===== src/rtl/core/cbpa_pkg.sv =====
// Shared types and constants of the chunked block pool allocator.
`timescale 1ns / 1ps
package cbpa_pkg;

    localparam int HANDLE_W    = 8;
    localparam int STATUS_W    = 2;
    localparam int COUNT_W     = 9;
    localparam int CHUNK_CNT_W = 8;

    localparam logic [STATUS_W-1:0] STATUS_ALLOC = 2'd0;
    localparam logic [STATUS_W-1:0] STATUS_EMPTY = 2'd1;
    localparam logic [STATUS_W-1:0] STATUS_FREED = 2'd2;

    localparam logic [COUNT_W-1:0]     TOTAL_MAX     = 9'd511;
    localparam logic [CHUNK_CNT_W-1:0] CHUNK_CNT_MAX = 8'd255;

    localparam int RECIP_SHIFT = 16;

    typedef struct packed {
        logic latch;
        logic init_step;
        logic rd_head;
        logic addr_calc;
        logic blk_rd;
        logic alloc_commit;
        logic div_mul;
        logic rd_free;
        logic free_commit;
        logic out_empty;
        logic out_foreign;
    } t_dp_cmd;

    typedef struct packed {
        logic init_last;
        logic head_none;
        logic ff_bad;
        logic foreign;
    } t_dp_sts;

endpackage


===== src/rtl/core/chunked_block_pool_allocator_unit.sv =====
// Top level of the chunked block pool allocator.
//
// A request transfer is taken at a rising edge with i_start high and o_busy low:
// i_req_type selects allocate (0) or free (1), and i_block_handle names the block
// to free. Exactly one result follows each request, shown for a single cycle with
// o_valid high, carrying o_status, o_granted_handle and o_free_count. The receiver
// cannot stall; it must take the result in that cycle.
// An allocate may end with the pool reporting exhaustion on an empty head chunk
// or a broken chunk list, and a free may end on a foreign handle. An allocate
// makes dependent reads of the chunk memory and then the block memory, each with
// a registered read port. A new request may be accepted in the same cycle that
// a result is shown.
// After reset, o_busy stays high while both memories are initialized one block
// entry per cycle.
`timescale 1ns / 1ps
module chunked_block_pool_allocator_unit import cbpa_pkg::*; #(
    parameter int NUM_CHUNKS       = 16,
    parameter int BLOCKS_PER_CHUNK = 16
) (
    input  logic                i_clk,
    input  logic                i_rst_n,
    input  logic                i_start,
    output logic                o_busy,
    input  logic                i_req_type,
    input  logic [HANDLE_W-1:0] i_block_handle,
    output logic                o_valid,
    output logic [STATUS_W-1:0] o_status,
    output logic [HANDLE_W-1:0] o_granted_handle,
    output logic [COUNT_W-1:0]  o_free_count
);

    t_dp_cmd cmd;
    t_dp_sts sts;

    cbpa_ctrl u_ctrl (
        .i_clk      (i_clk),
        .i_rst_n    (i_rst_n),
        .i_start    (i_start),
        .i_req_type (i_req_type),
        .i_sts      (sts),
        .o_cmd      (cmd),
        .o_busy     (o_busy)
    );

    cbpa_dp #(
        .NUM_CHUNKS       (NUM_CHUNKS),
        .BLOCKS_PER_CHUNK (BLOCKS_PER_CHUNK)
    ) u_dp (
        .i_clk            (i_clk),
        .i_rst_n          (i_rst_n),
        .i_cmd            (cmd),
        .o_sts            (sts),
        .i_block_handle   (i_block_handle),
        .o_valid          (o_valid),
        .o_status         (o_status),
        .o_granted_handle (o_granted_handle),
        .o_free_count     (o_free_count)
    );

endmodule


===== src/rtl/core/cbpa_ram.sv =====
// Generic simple dual-port RAM with registered read data.
`timescale 1ns / 1ps
module cbpa_ram #(
    parameter int WIDTH = 8,
    parameter int DEPTH = 16,
    localparam int AW = (DEPTH > 1) ? $clog2(DEPTH) : 1
) (
    input  logic             i_clk,
    input  logic             i_we,
    input  logic [AW-1:0]    i_waddr,
    input  logic [WIDTH-1:0] i_wdata,
    input  logic             i_re,
    input  logic [AW-1:0]    i_raddr,
    output logic [WIDTH-1:0] o_rdata
);

    logic [WIDTH-1:0] r_mem [DEPTH];
    logic [WIDTH-1:0] r_rdata;

    always_ff @(posedge i_clk) begin
        if (i_we) begin
            r_mem[i_waddr] <= i_wdata;
        end
        if (i_re) begin
            r_rdata <= r_mem[i_raddr];
        end
    end

    assign o_rdata = r_rdata;

endmodule


===== src/rtl/core/cbpa_dp.sv =====
// Datapath of the allocator: head and total registers, chunk and block memories, result registers.
`timescale 1ns / 1ps
module cbpa_dp import cbpa_pkg::*; #(
    parameter int NUM_CHUNKS       = 16,
    parameter int BLOCKS_PER_CHUNK = 16
) (
    input  logic                i_clk,
    input  logic                i_rst_n,
    input  t_dp_cmd             i_cmd,
    output t_dp_sts             o_sts,
    input  logic [HANDLE_W-1:0] i_block_handle,
    output logic                o_valid,
    output logic [STATUS_W-1:0] o_status,
    output logic [HANDLE_W-1:0] o_granted_handle,
    output logic [COUNT_W-1:0]  o_free_count
);

    localparam int CW    = $clog2(NUM_CHUNKS + 1);
    localparam int CAW   = (NUM_CHUNKS > 1) ? $clog2(NUM_CHUNKS) : 1;
    localparam int BW    = $clog2(BLOCKS_PER_CHUNK + 1);
    localparam int POOL  = NUM_CHUNKS * BLOCKS_PER_CHUNK;
    localparam int PAW   = (POOL > 1) ? $clog2(POOL) : 1;
    localparam int CWORD = CW + BW + CHUNK_CNT_W;
    localparam int AP_W  = CW + HANDLE_W + 1;
    localparam int DP_W  = HANDLE_W + RECIP_SHIFT + 1;
    localparam int BP_W  = 2 * HANDLE_W;
    localparam int RECIP = ((1 << RECIP_SHIFT) + BLOCKS_PER_CHUNK - 1) / BLOCKS_PER_CHUNK;
    localparam int TOTAL_INIT = (POOL > 511) ? 511 : POOL;

    logic [HANDLE_W-1:0]    r_handle;
    logic [HANDLE_W-1:0]    r_c;
    logic [BW-1:0]          r_b;
    logic [PAW-1:0]         r_addr;
    logic [HANDLE_W-1:0]    r_grant;
    logic [CW-1:0]          r_head;
    logic [CW-1:0]          n_head;
    logic [COUNT_W-1:0]     r_total;
    logic [COUNT_W-1:0]     n_total;
    logic [CAW-1:0]         r_ic;
    logic [BW-1:0]          r_ib;
    logic [PAW-1:0]         r_ia;
    logic                   r_valid;
    logic [STATUS_W-1:0]    r_status;
    logic [HANDLE_W-1:0]    r_granted;
    logic [COUNT_W-1:0]     r_count;

    logic                   ck_we;
    logic [CAW-1:0]         ck_waddr;
    logic [CWORD-1:0]       ck_wdata;
    logic                   ck_re;
    logic [CAW-1:0]         ck_raddr;
    logic [CWORD-1:0]       ck_rdata;
    logic [CW-1:0]          ck_link;
    logic [BW-1:0]          ck_ff;
    logic [CHUNK_CNT_W-1:0] ck_cnt;
    logic [CHUNK_CNT_W-1:0] cnt_dec;
    logic [CHUNK_CNT_W-1:0] cnt_inc;
    logic                   was_full;

    logic                   bl_we;
    logic [PAW-1:0]         bl_waddr;
    logic [BW-1:0]          bl_wdata;
    logic [BW-1:0]          bl_rdata;

    logic [AP_W-1:0]        addr_prod;
    logic [DP_W-1:0]        div_prod;
    logic [BP_W-1:0]        b_prod;
    logic [BP_W-1:0]        b_diff;

    assign ck_link = ck_rdata[CWORD-1 -: CW];
    assign ck_ff   = ck_rdata[BW+CHUNK_CNT_W-1 -: BW];
    assign ck_cnt  = ck_rdata[CHUNK_CNT_W-1:0];

    assign cnt_dec  = (ck_cnt != '0) ? ck_cnt - 1'b1 : ck_cnt;
    assign cnt_inc  = (ck_cnt < CHUNK_CNT_MAX) ? ck_cnt + 1'b1 : ck_cnt;
    assign was_full = (ck_cnt == '0);

    assign addr_prod = AP_W'(r_head) * AP_W'(BLOCKS_PER_CHUNK) + AP_W'(ck_ff);
    assign div_prod  = DP_W'(r_handle) * DP_W'(RECIP);
    assign b_prod    = BP_W'(r_c) * BP_W'(BLOCKS_PER_CHUNK);
    assign b_diff    = BP_W'(r_handle) - b_prod;

    assign o_sts.init_last = (r_ia == PAW'(POOL - 1));
    assign o_sts.head_none = (r_head >= CW'(NUM_CHUNKS));
    assign o_sts.ff_bad    = (ck_ff >= BW'(BLOCKS_PER_CHUNK));
    assign o_sts.foreign   = ({1'b0, r_c} >= (HANDLE_W + 1)'(NUM_CHUNKS));

    always_comb begin
        ck_we    = 1'b0;
        ck_waddr = r_c[CAW-1:0];
        ck_wdata = {ck_link, ck_ff, ck_cnt};
        bl_we    = 1'b0;
        bl_waddr = PAW'(r_handle);
        bl_wdata = ck_ff;
        n_head   = r_head;
        n_total  = r_total;
        if (i_cmd.init_step) begin
            ck_we    = 1'b1;
            ck_waddr = r_ic;
            ck_wdata = {CW'(r_ic) + 1'b1, BW'(0), CHUNK_CNT_W'(BLOCKS_PER_CHUNK)};
            bl_we    = 1'b1;
            bl_waddr = r_ia;
            bl_wdata = r_ib + 1'b1;
        end else if (i_cmd.alloc_commit) begin
            ck_we    = 1'b1;
            ck_waddr = r_head[CAW-1:0];
            ck_wdata = {ck_link, bl_rdata, cnt_dec};
            if (cnt_dec == '0) begin
                n_head = ck_link;
            end
            if (r_total != '0) begin
                n_total = r_total - 1'b1;
            end
        end else if (i_cmd.free_commit) begin
            ck_we    = 1'b1;
            ck_wdata = {was_full ? r_head : ck_link, r_b, cnt_inc};
            bl_we    = 1'b1;
            if (was_full) begin
                n_head = CW'(r_c);
            end
            if (r_total < TOTAL_MAX) begin
                n_total = r_total + 1'b1;
            end
        end
    end

    assign ck_re    = i_cmd.rd_head | i_cmd.rd_free;
    assign ck_raddr = i_cmd.rd_head ? r_head[CAW-1:0] : r_c[CAW-1:0];

    cbpa_ram #(
        .WIDTH (CWORD),
        .DEPTH (NUM_CHUNKS)
    ) u_chunk_ram (
        .i_clk   (i_clk),
        .i_we    (ck_we),
        .i_waddr (ck_waddr),
        .i_wdata (ck_wdata),
        .i_re    (ck_re),
        .i_raddr (ck_raddr),
        .o_rdata (ck_rdata)
    );

    cbpa_ram #(
        .WIDTH (BW),
        .DEPTH (POOL)
    ) u_block_ram (
        .i_clk   (i_clk),
        .i_we    (bl_we),
        .i_waddr (bl_waddr),
        .i_wdata (bl_wdata),
        .i_re    (i_cmd.blk_rd),
        .i_raddr (r_addr),
        .o_rdata (bl_rdata)
    );

    always_ff @(posedge i_clk) begin
        if (i_cmd.latch) begin
            r_handle <= i_block_handle;
        end
        if (i_cmd.div_mul) begin
            r_c <= div_prod[RECIP_SHIFT +: HANDLE_W];
        end
        if (i_cmd.rd_free) begin
            r_b <= b_diff[BW-1:0];
        end
        if (i_cmd.addr_calc) begin
            r_addr  <= addr_prod[PAW-1:0];
            r_grant <= addr_prod[HANDLE_W-1:0];
        end
        r_status  <= i_cmd.alloc_commit ? STATUS_ALLOC :
                     (i_cmd.out_empty ? STATUS_EMPTY : STATUS_FREED);
        r_granted <= i_cmd.alloc_commit ? r_grant : '0;
        r_count   <= n_total;
    end

    always_ff @(posedge i_clk) begin
        if (!i_rst_n) begin
            r_head  <= '0;
            r_total <= COUNT_W'(TOTAL_INIT);
            r_ic    <= '0;
            r_ib    <= '0;
            r_ia    <= '0;
            r_valid <= 1'b0;
        end else begin
            r_head  <= n_head;
            r_total <= n_total;
            r_valid <= i_cmd.alloc_commit | i_cmd.free_commit |
                       i_cmd.out_empty | i_cmd.out_foreign;
            if (i_cmd.init_step) begin
                r_ia <= r_ia + 1'b1;
                if (r_ib == BW'(BLOCKS_PER_CHUNK - 1)) begin
                    r_ib <= '0;
                    r_ic <= r_ic + 1'b1;
                end else begin
                    r_ib <= r_ib + 1'b1;
                end
            end
        end
    end

    assign o_valid          = r_valid;
    assign o_status         = r_status;
    assign o_granted_handle = r_granted;
    assign o_free_count     = r_count;

`ifndef NO_ASSERTIONS
    a_head_range: assert property (@(posedge i_clk) disable iff (!i_rst_n)
        r_head <= CW'(NUM_CHUNKS))
        else $error("head chunk out of range");

    a_grant_zero: assert property (@(posedge i_clk) disable iff (!i_rst_n)
        (r_valid && r_status != STATUS_ALLOC) |-> (r_granted == '0))
        else $error("granted handle set on a result without a grant");

    a_status_code: assert property (@(posedge i_clk) disable iff (!i_rst_n)
        r_valid |-> (r_status == STATUS_ALLOC || r_status == STATUS_EMPTY ||
                     r_status == STATUS_FREED))
        else $error("undefined status code on a result");
`endif

endmodule


===== src/rtl/core/cbpa_ctrl.sv =====
// Controller state machine of the allocator: sequences the memory sweep and each request.
`timescale 1ns / 1ps
module cbpa_ctrl import cbpa_pkg::*; (
    input  logic    i_clk,
    input  logic    i_rst_n,
    input  logic    i_start,
    input  logic    i_req_type,
    input  t_dp_sts i_sts,
    output t_dp_cmd o_cmd,
    output logic    o_busy
);

    localparam logic [3:0] ST_INIT     = 4'd0;
    localparam logic [3:0] ST_IDLE     = 4'd1;
    localparam logic [3:0] ST_A_CHK    = 4'd2;
    localparam logic [3:0] ST_A_ADDR   = 4'd3;
    localparam logic [3:0] ST_A_LINK   = 4'd4;
    localparam logic [3:0] ST_A_COMMIT = 4'd5;
    localparam logic [3:0] ST_F_DIV    = 4'd6;
    localparam logic [3:0] ST_F_RD     = 4'd7;
    localparam logic [3:0] ST_F_COMMIT = 4'd8;

    logic [3:0] r_state;
    logic [3:0] n_state;

    always_comb begin
        n_state = r_state;
        o_cmd   = '0;
        case (r_state)
            ST_INIT: begin
                o_cmd.init_step = 1'b1;
                if (i_sts.init_last) begin
                    n_state = ST_IDLE;
                end
            end
            ST_IDLE: begin
                if (i_start) begin
                    o_cmd.latch = 1'b1;
                    n_state     = i_req_type ? ST_F_DIV : ST_A_CHK;
                end
            end
            ST_A_CHK: begin
                if (i_sts.head_none) begin
                    o_cmd.out_empty = 1'b1;
                    n_state         = ST_IDLE;
                end else begin
                    o_cmd.rd_head = 1'b1;
                    n_state       = ST_A_ADDR;
                end
            end
            ST_A_ADDR: begin
                if (i_sts.ff_bad) begin
                    o_cmd.out_empty = 1'b1;
                    n_state         = ST_IDLE;
                end else begin
                    o_cmd.addr_calc = 1'b1;
                    n_state         = ST_A_LINK;
                end
            end
            ST_A_LINK: begin
                o_cmd.blk_rd = 1'b1;
                n_state      = ST_A_COMMIT;
            end
            ST_A_COMMIT: begin
                o_cmd.alloc_commit = 1'b1;
                n_state            = ST_IDLE;
            end
            ST_F_DIV: begin
                o_cmd.div_mul = 1'b1;
                n_state       = ST_F_RD;
            end
            ST_F_RD: begin
                if (i_sts.foreign) begin
                    o_cmd.out_foreign = 1'b1;
                    n_state           = ST_IDLE;
                end else begin
                    o_cmd.rd_free = 1'b1;
                    n_state       = ST_F_COMMIT;
                end
            end
            ST_F_COMMIT: begin
                o_cmd.free_commit = 1'b1;
                n_state           = ST_IDLE;
            end
            default: begin
                n_state = ST_IDLE;
            end
        endcase
    end

    always_ff @(posedge i_clk) begin
        if (!i_rst_n) begin
            r_state <= ST_INIT;
        end else begin
            r_state <= n_state;
        end
    end

    assign o_busy = (r_state != ST_IDLE);

`ifndef NO_ASSERTIONS
    a_one_result: assert property (@(posedge i_clk) disable iff (!i_rst_n)
        $onehot0({o_cmd.out_empty, o_cmd.out_foreign, o_cmd.alloc_commit,
                  o_cmd.free_commit}))
        else $error("more than one result issued in a cycle");

    a_accept_leaves_idle: assert property (@(posedge i_clk) disable iff (!i_rst_n)
        (r_state == ST_IDLE && i_start) |=> (r_state != ST_IDLE))
        else $error("accepted transfer did not start work");

    a_result_spacing: assert property (@(posedge i_clk) disable iff (!i_rst_n)
        (o_cmd.alloc_commit || o_cmd.free_commit || o_cmd.out_empty ||
         o_cmd.out_foreign) |=> !(o_cmd.alloc_commit || o_cmd.free_commit ||
                                  o_cmd.out_empty || o_cmd.out_foreign))
        else $error("results issued in consecutive cycles");
`endif

endmodule


===== config.mk =====
export PLATFORM = sky130hd
export DESIGN_NAME = chunked_block_pool_allocator_unit
export DESIGN_NICKNAME = d
export VERILOG_FILES = /design/src/rtl/core/cbpa_pkg.sv /design/src/rtl/core/chunked_block_pool_allocator_unit.sv /design/src/rtl/core/cbpa_ram.sv /design/src/rtl/core/cbpa_dp.sv /design/src/rtl/core/cbpa_ctrl.sv
export SDC_FILE = /design/constraint.sdc
export NUM_CORES = 2
export LEC_CHECK = 0
export CELL_PAD_IN_SITES_DETAIL_PLACEMENT = 0
export CELL_PAD_IN_SITES_GLOBAL_PLACEMENT = 1
export CORE_AREA = 2 2 460 371
export CTS_CLUSTER_SIZE = 30
export DETAILED_ROUTE_END_ITERATION = 16
export DIE_AREA = 0 0 462 373
export DONT_BUFFER_PORTS = 1
export PLACE_DENSITY_LB_ADDON = 0.12
export SYNTH_ARGS = -nofsm -noshare
export SYNTH_HDL_FRONTEND = slang
export SYNTH_SLANG_ARGS = --single-unit

===== constraint.sdc =====
create_clock -name i_clk -period 16.11 [get_ports i_clk]
set_input_delay 3.222 -clock i_clk [delete_from_list [all_inputs] [get_ports i_clk]]
set_output_delay 3.222 -clock i_clk [all_outputs]
set_load 0.02 [all_outputs]

==> flow_summary.ini <==
[timing]
slew_viol_final = 0
hold_violations = 0
slew_headroom_pct = 16.4
setup-tns-final_ns = 0
finalCriticalPeriod_ns = 5.30
report.final.setup_viol = 0
grt_setup_unrepaired = no
fin_ws_ns = 10.81
fin_crit_sh_pct = 32.9
worst_clock_skew_ns = 0.0446
final.hold.worst_slack_ns = 0.489
actual_transition_at_the_worst_max_transition_pin_ns = 1.25
fmax_mhz = 189

[routing]
detail_route.drc_violations = 0
drtIter0Drc = 3470
detail_route.wirelength_um = 180000
routedWlPerCell_um = 29.1
via_count = 34913
vias_per_cell = 5.63
postRouteAntennaNets = 0
initial_drt_pass_iterations = 5

[grt]
grt_pass1_wl_um = 260000
grt_pass1_vias = 35162
grt_usage_pct = 21.0
grt_start_max_net_pins = 221
grt_antenna_before_repair = 10
leftover_overflow_at_the_end_of_global_routing = 0

[yosys]
asyncSetResetFlopFracSynth_pct = 0
synth.yosys.warnings = 0
synth.avg_cell_area_um2 = 17.7
synth_seq_cells = 1671
post-synth-top-area-fraction_pct = 72.7
postSynthNetCount = 3791
synth_top_family_by_area = multiplexers
synth.distinct_cells = 82
number_of_synthesized_flops_with_an_enable_pin = 1616
synth_seq_area_share_pct = 74.3
synthAdderAreaFrac_pct = 0.225
synth_area_in_compound_gates_pct = 4.49
netlist_instances = 3767
synth.area.top_cells = sky130_fd_sc_hd__edfxtp_1 73%, sky130_fd_sc_hd__mux4_2 9.4%, sky130_fd_sc_hd__mux2i_1 2.8%
synth_xor_xnor_area_share_pct = 0.354
ys.flop_type = sky130_fd_sc_hd__edfxtp_1
post_synth_and_or_nand_nor_area_fraction_pct = 5.86
yosys-mux-area-fraction_pct = 13.0
syn-cell-area_um2 = 66800
synth_top_area_cell = sky130_fd_sc_hd__edfxtp_1

[floorplan]
dieArea_um2 = 172000
dieHeight_um = 373
fp.coreArea_um2 = 168000
floorplan.io_pins = 33
floorplan.initialDensity_pct = 39.7
num_rows = 135
die_w_um = 462

[finish]
ff_latch_area_um2 = 49600
post-route-cell-area_um2 = 75000
fin_util_pct = 44.6
final_cell_count_no_fill = 6202
synthToLayoutAreaGrowth_pct = 12.4
final_nets = 3822
multiInputGateArea_um2 = 16200
final_layout_size_suffix_gt1_share_pct = 18.6
n_fill_cell = 14570

[critical_path]
worstPathRequired_ns = 12.89
timing.critical_path.arrival_ns = 2.08
critPathMaxStageDelay_ns = 0.67
bufs_and_invs_on_worst_path = 0
critical_path.top_delay_family = flip-flops
timing.setup.critical_path_class = reg2out
critical_path.cell_chain = nor2b_2 -> nand2_1
worst-r2r-setup-slack_ns = 10.91
kind_of_end_point_of_the_critical_path = output port
crit_path_top_delay_cell = sky130_fd_sc_hd__dfxtp_1
critPathMaxFanout = 14
worstSetupStartpointType = flip-flop

[pwr]
vdd_ir_drop_max_mv = 0.104
p_leak_nw = 23.5
pwr_density_cell_nw_per_um2 = 118
total_power_mw = 8.86

[clocking]
cts_tree = built
clock_tree.htree_level_count = 4
cts_max_path_buffers = 3
cts_num_sinks = 1671
post_cts.resized_instances = 0
post-cts-setup-buffers = 0
cts.root.buffer_cell = sky130_fd_sc_hd__clkbuf_16
clk_transition_reported_paths_ns = 0.06
clkLatencyLatePin_ns = 0.80
cts_buffers = 170
hold_buffers = 0

[run]
cap_violations = 0

[place]
pre_cts_slack_ns = 10.86
number_of_buffers_inserted_by_port_buffering = 0
detailed_place_hpwl_um = 104000
dpl_cell_area_um2 = 69500
global_placement_routability_congestion = 0.777
dpl.cell_count = 5885

[run_status]
result_of_the_run = complete, no violations

[min_path]
hp-class = reg2reg
[cells in the mapped netlist (24+ instances only)]
library cell               count
sky130_fd_sc_hd__a21oi_1      59
sky130_fd_sc_hd__nand3_1     169
sky130_fd_sc_hd__buf_4        35
sky130_fd_sc_hd__dfxtp_1      55
sky130_fd_sc_hd__mux4_2      280
sky130_fd_sc_hd__mux2i_1     188
sky130_fd_sc_hd__a31oi_1      30
sky130_fd_sc_hd__clkbuf_1    125
sky130_fd_sc_hd__nand4_1      32
sky130_fd_sc_hd__nor2_1      332
sky130_fd_sc_hd__o21ai_0     127
sky130_fd_sc_hd__nand2_1     169
sky130_fd_sc_hd__o221ai_1     37
sky130_fd_sc_hd__a22oi_1      82
sky130_fd_sc_hd__nor3_1       31
sky130_fd_sc_hd__and2_1       24
sky130_fd_sc_hd__edfxtp_1   1616
sky130_fd_sc_hd__mux2_2       44
sky130_fd_sc_hd__buf_2        58
[cells in the final DEF, fill, tap and decap left out, types with 37 or more instances in the layout]
master	n
sky130_fd_sc_hd__buf_4	87
sky130_fd_sc_hd__a21oi_1	56
sky130_fd_sc_hd__mux4_2	280
sky130_fd_sc_hd__edfxtp_1	1616
sky130_fd_sc_hd__dfxtp_1	55
sky130_fd_sc_hd__clkbuf_1	43
sky130_fd_sc_hd__nand2_1	156
sky130_fd_sc_hd__a22oi_1	82
sky130_fd_sc_hd__o21ai_0	119
sky130_fd_sc_hd__o221ai_1	37
sky130_fd_sc_hd__nor2_1	316
sky130_fd_sc_hd__clkbuf_16	172
sky130_fd_sc_hd__mux2i_1	188
sky130_fd_sc_hd__nand3_1	168
sky130_fd_sc_hd__mux2_2	44
[power by group]
part           switching (mW)  internal (mW)  total, mW  leakage [nW]
Sequential            0.00355           4.78       4.78          14.9
Clock                    1.70           2.26       3.96          2.71
Combinational           0.106        0.00991      0.115          5.88
[layer usage]
layer	wire length, um	track usage, %
met5	26	0
met2	83400	32.0
met4	4160	5.33
met1	82300	31.0
met3	10600	3.86
[layout make-up]
class                      count  area share (%)
clock inverter                92            1.27
clock buffer                 223            6.10
timing repair buffer          91           0.977
multi-input combinational   1844            21.6
antenna                        1         0.00334
sequential                  1671            66.2
inverter                      20           0.100
tap                         2260            3.77
[worst register-to-register path: stages (launching register included)]
cell and delay (ns):
sky130_fd_sc_hd__dfxtp_1 0.48, sky130_fd_sc_hd__nor4_4 0.91, sky130_fd_sc_hd__buf_4 0.68, sky130_fd_sc_hd__nand2_1 0.25, sky130_fd_sc_hd__nand2_4 0.73, sky130_fd_sc_hd__buf_4 0.87
sky130_fd_sc_hd__buf_4 0.87
[kinds of logic after synthesis]
| family | after synthesis |
|---|---|
| fa+ha+maj | 12 |
| buf+inv | 252 |
| flops | 1671 |
| xor+xnor | 27 |
| compound gates | 445 |
| simple gates | 848 |
| mux | 512 |
[sequential cells by signal (all words and copies together), names as in the netlist]
signal                    flops
u_dp.r_ic                     4
u_ctrl.r_state                4
u_dp.r_handle                 8
u_dp.r_b                      5
u_dp.u_block_ram.r_mem     1280
u_dp.u_chunk_ram.r_mem      288
u_dp.o_granted_handle         8
u_dp.u_block_ram.o_rdata      5
u_dp.r_ib                     5
u_dp.o_status                 2
u_dp.u_chunk_ram.o_rdata     18
u_dp.r_c                      4
u_dp.o_free_count             9
u_dp.r_ia                     8
u_dp.r_head                   5
u_dp.r_total                  9
u_dp.o_valid                  1
u_dp.r_grant                  8
[path summary, 6_finish.rpt]
path / from / endpoint / cells after the start
setup reg to reg: u_ctrl.r_state[3]$_SDFFE_PN0P_ / u_dp.u_block_ram.r_mem[21][1]$_DFFE_PP_ / 6
setup / recovery: u_ctrl.r_state[0]$_SDFFE_PN0P_ / o_busy / 2
hold reg to reg: u_dp.r_ib[4]$_SDFFE_PN0P_ / u_dp.r_ib[4]$_SDFFE_PN0P_ / 2
hold / removal: u_dp.r_ib[4]$_SDFFE_PN0P_ / u_dp.r_ib[4]$_SDFFE_PN0P_ / 2
Note: power is estimated with default switching activity, not from simulation.
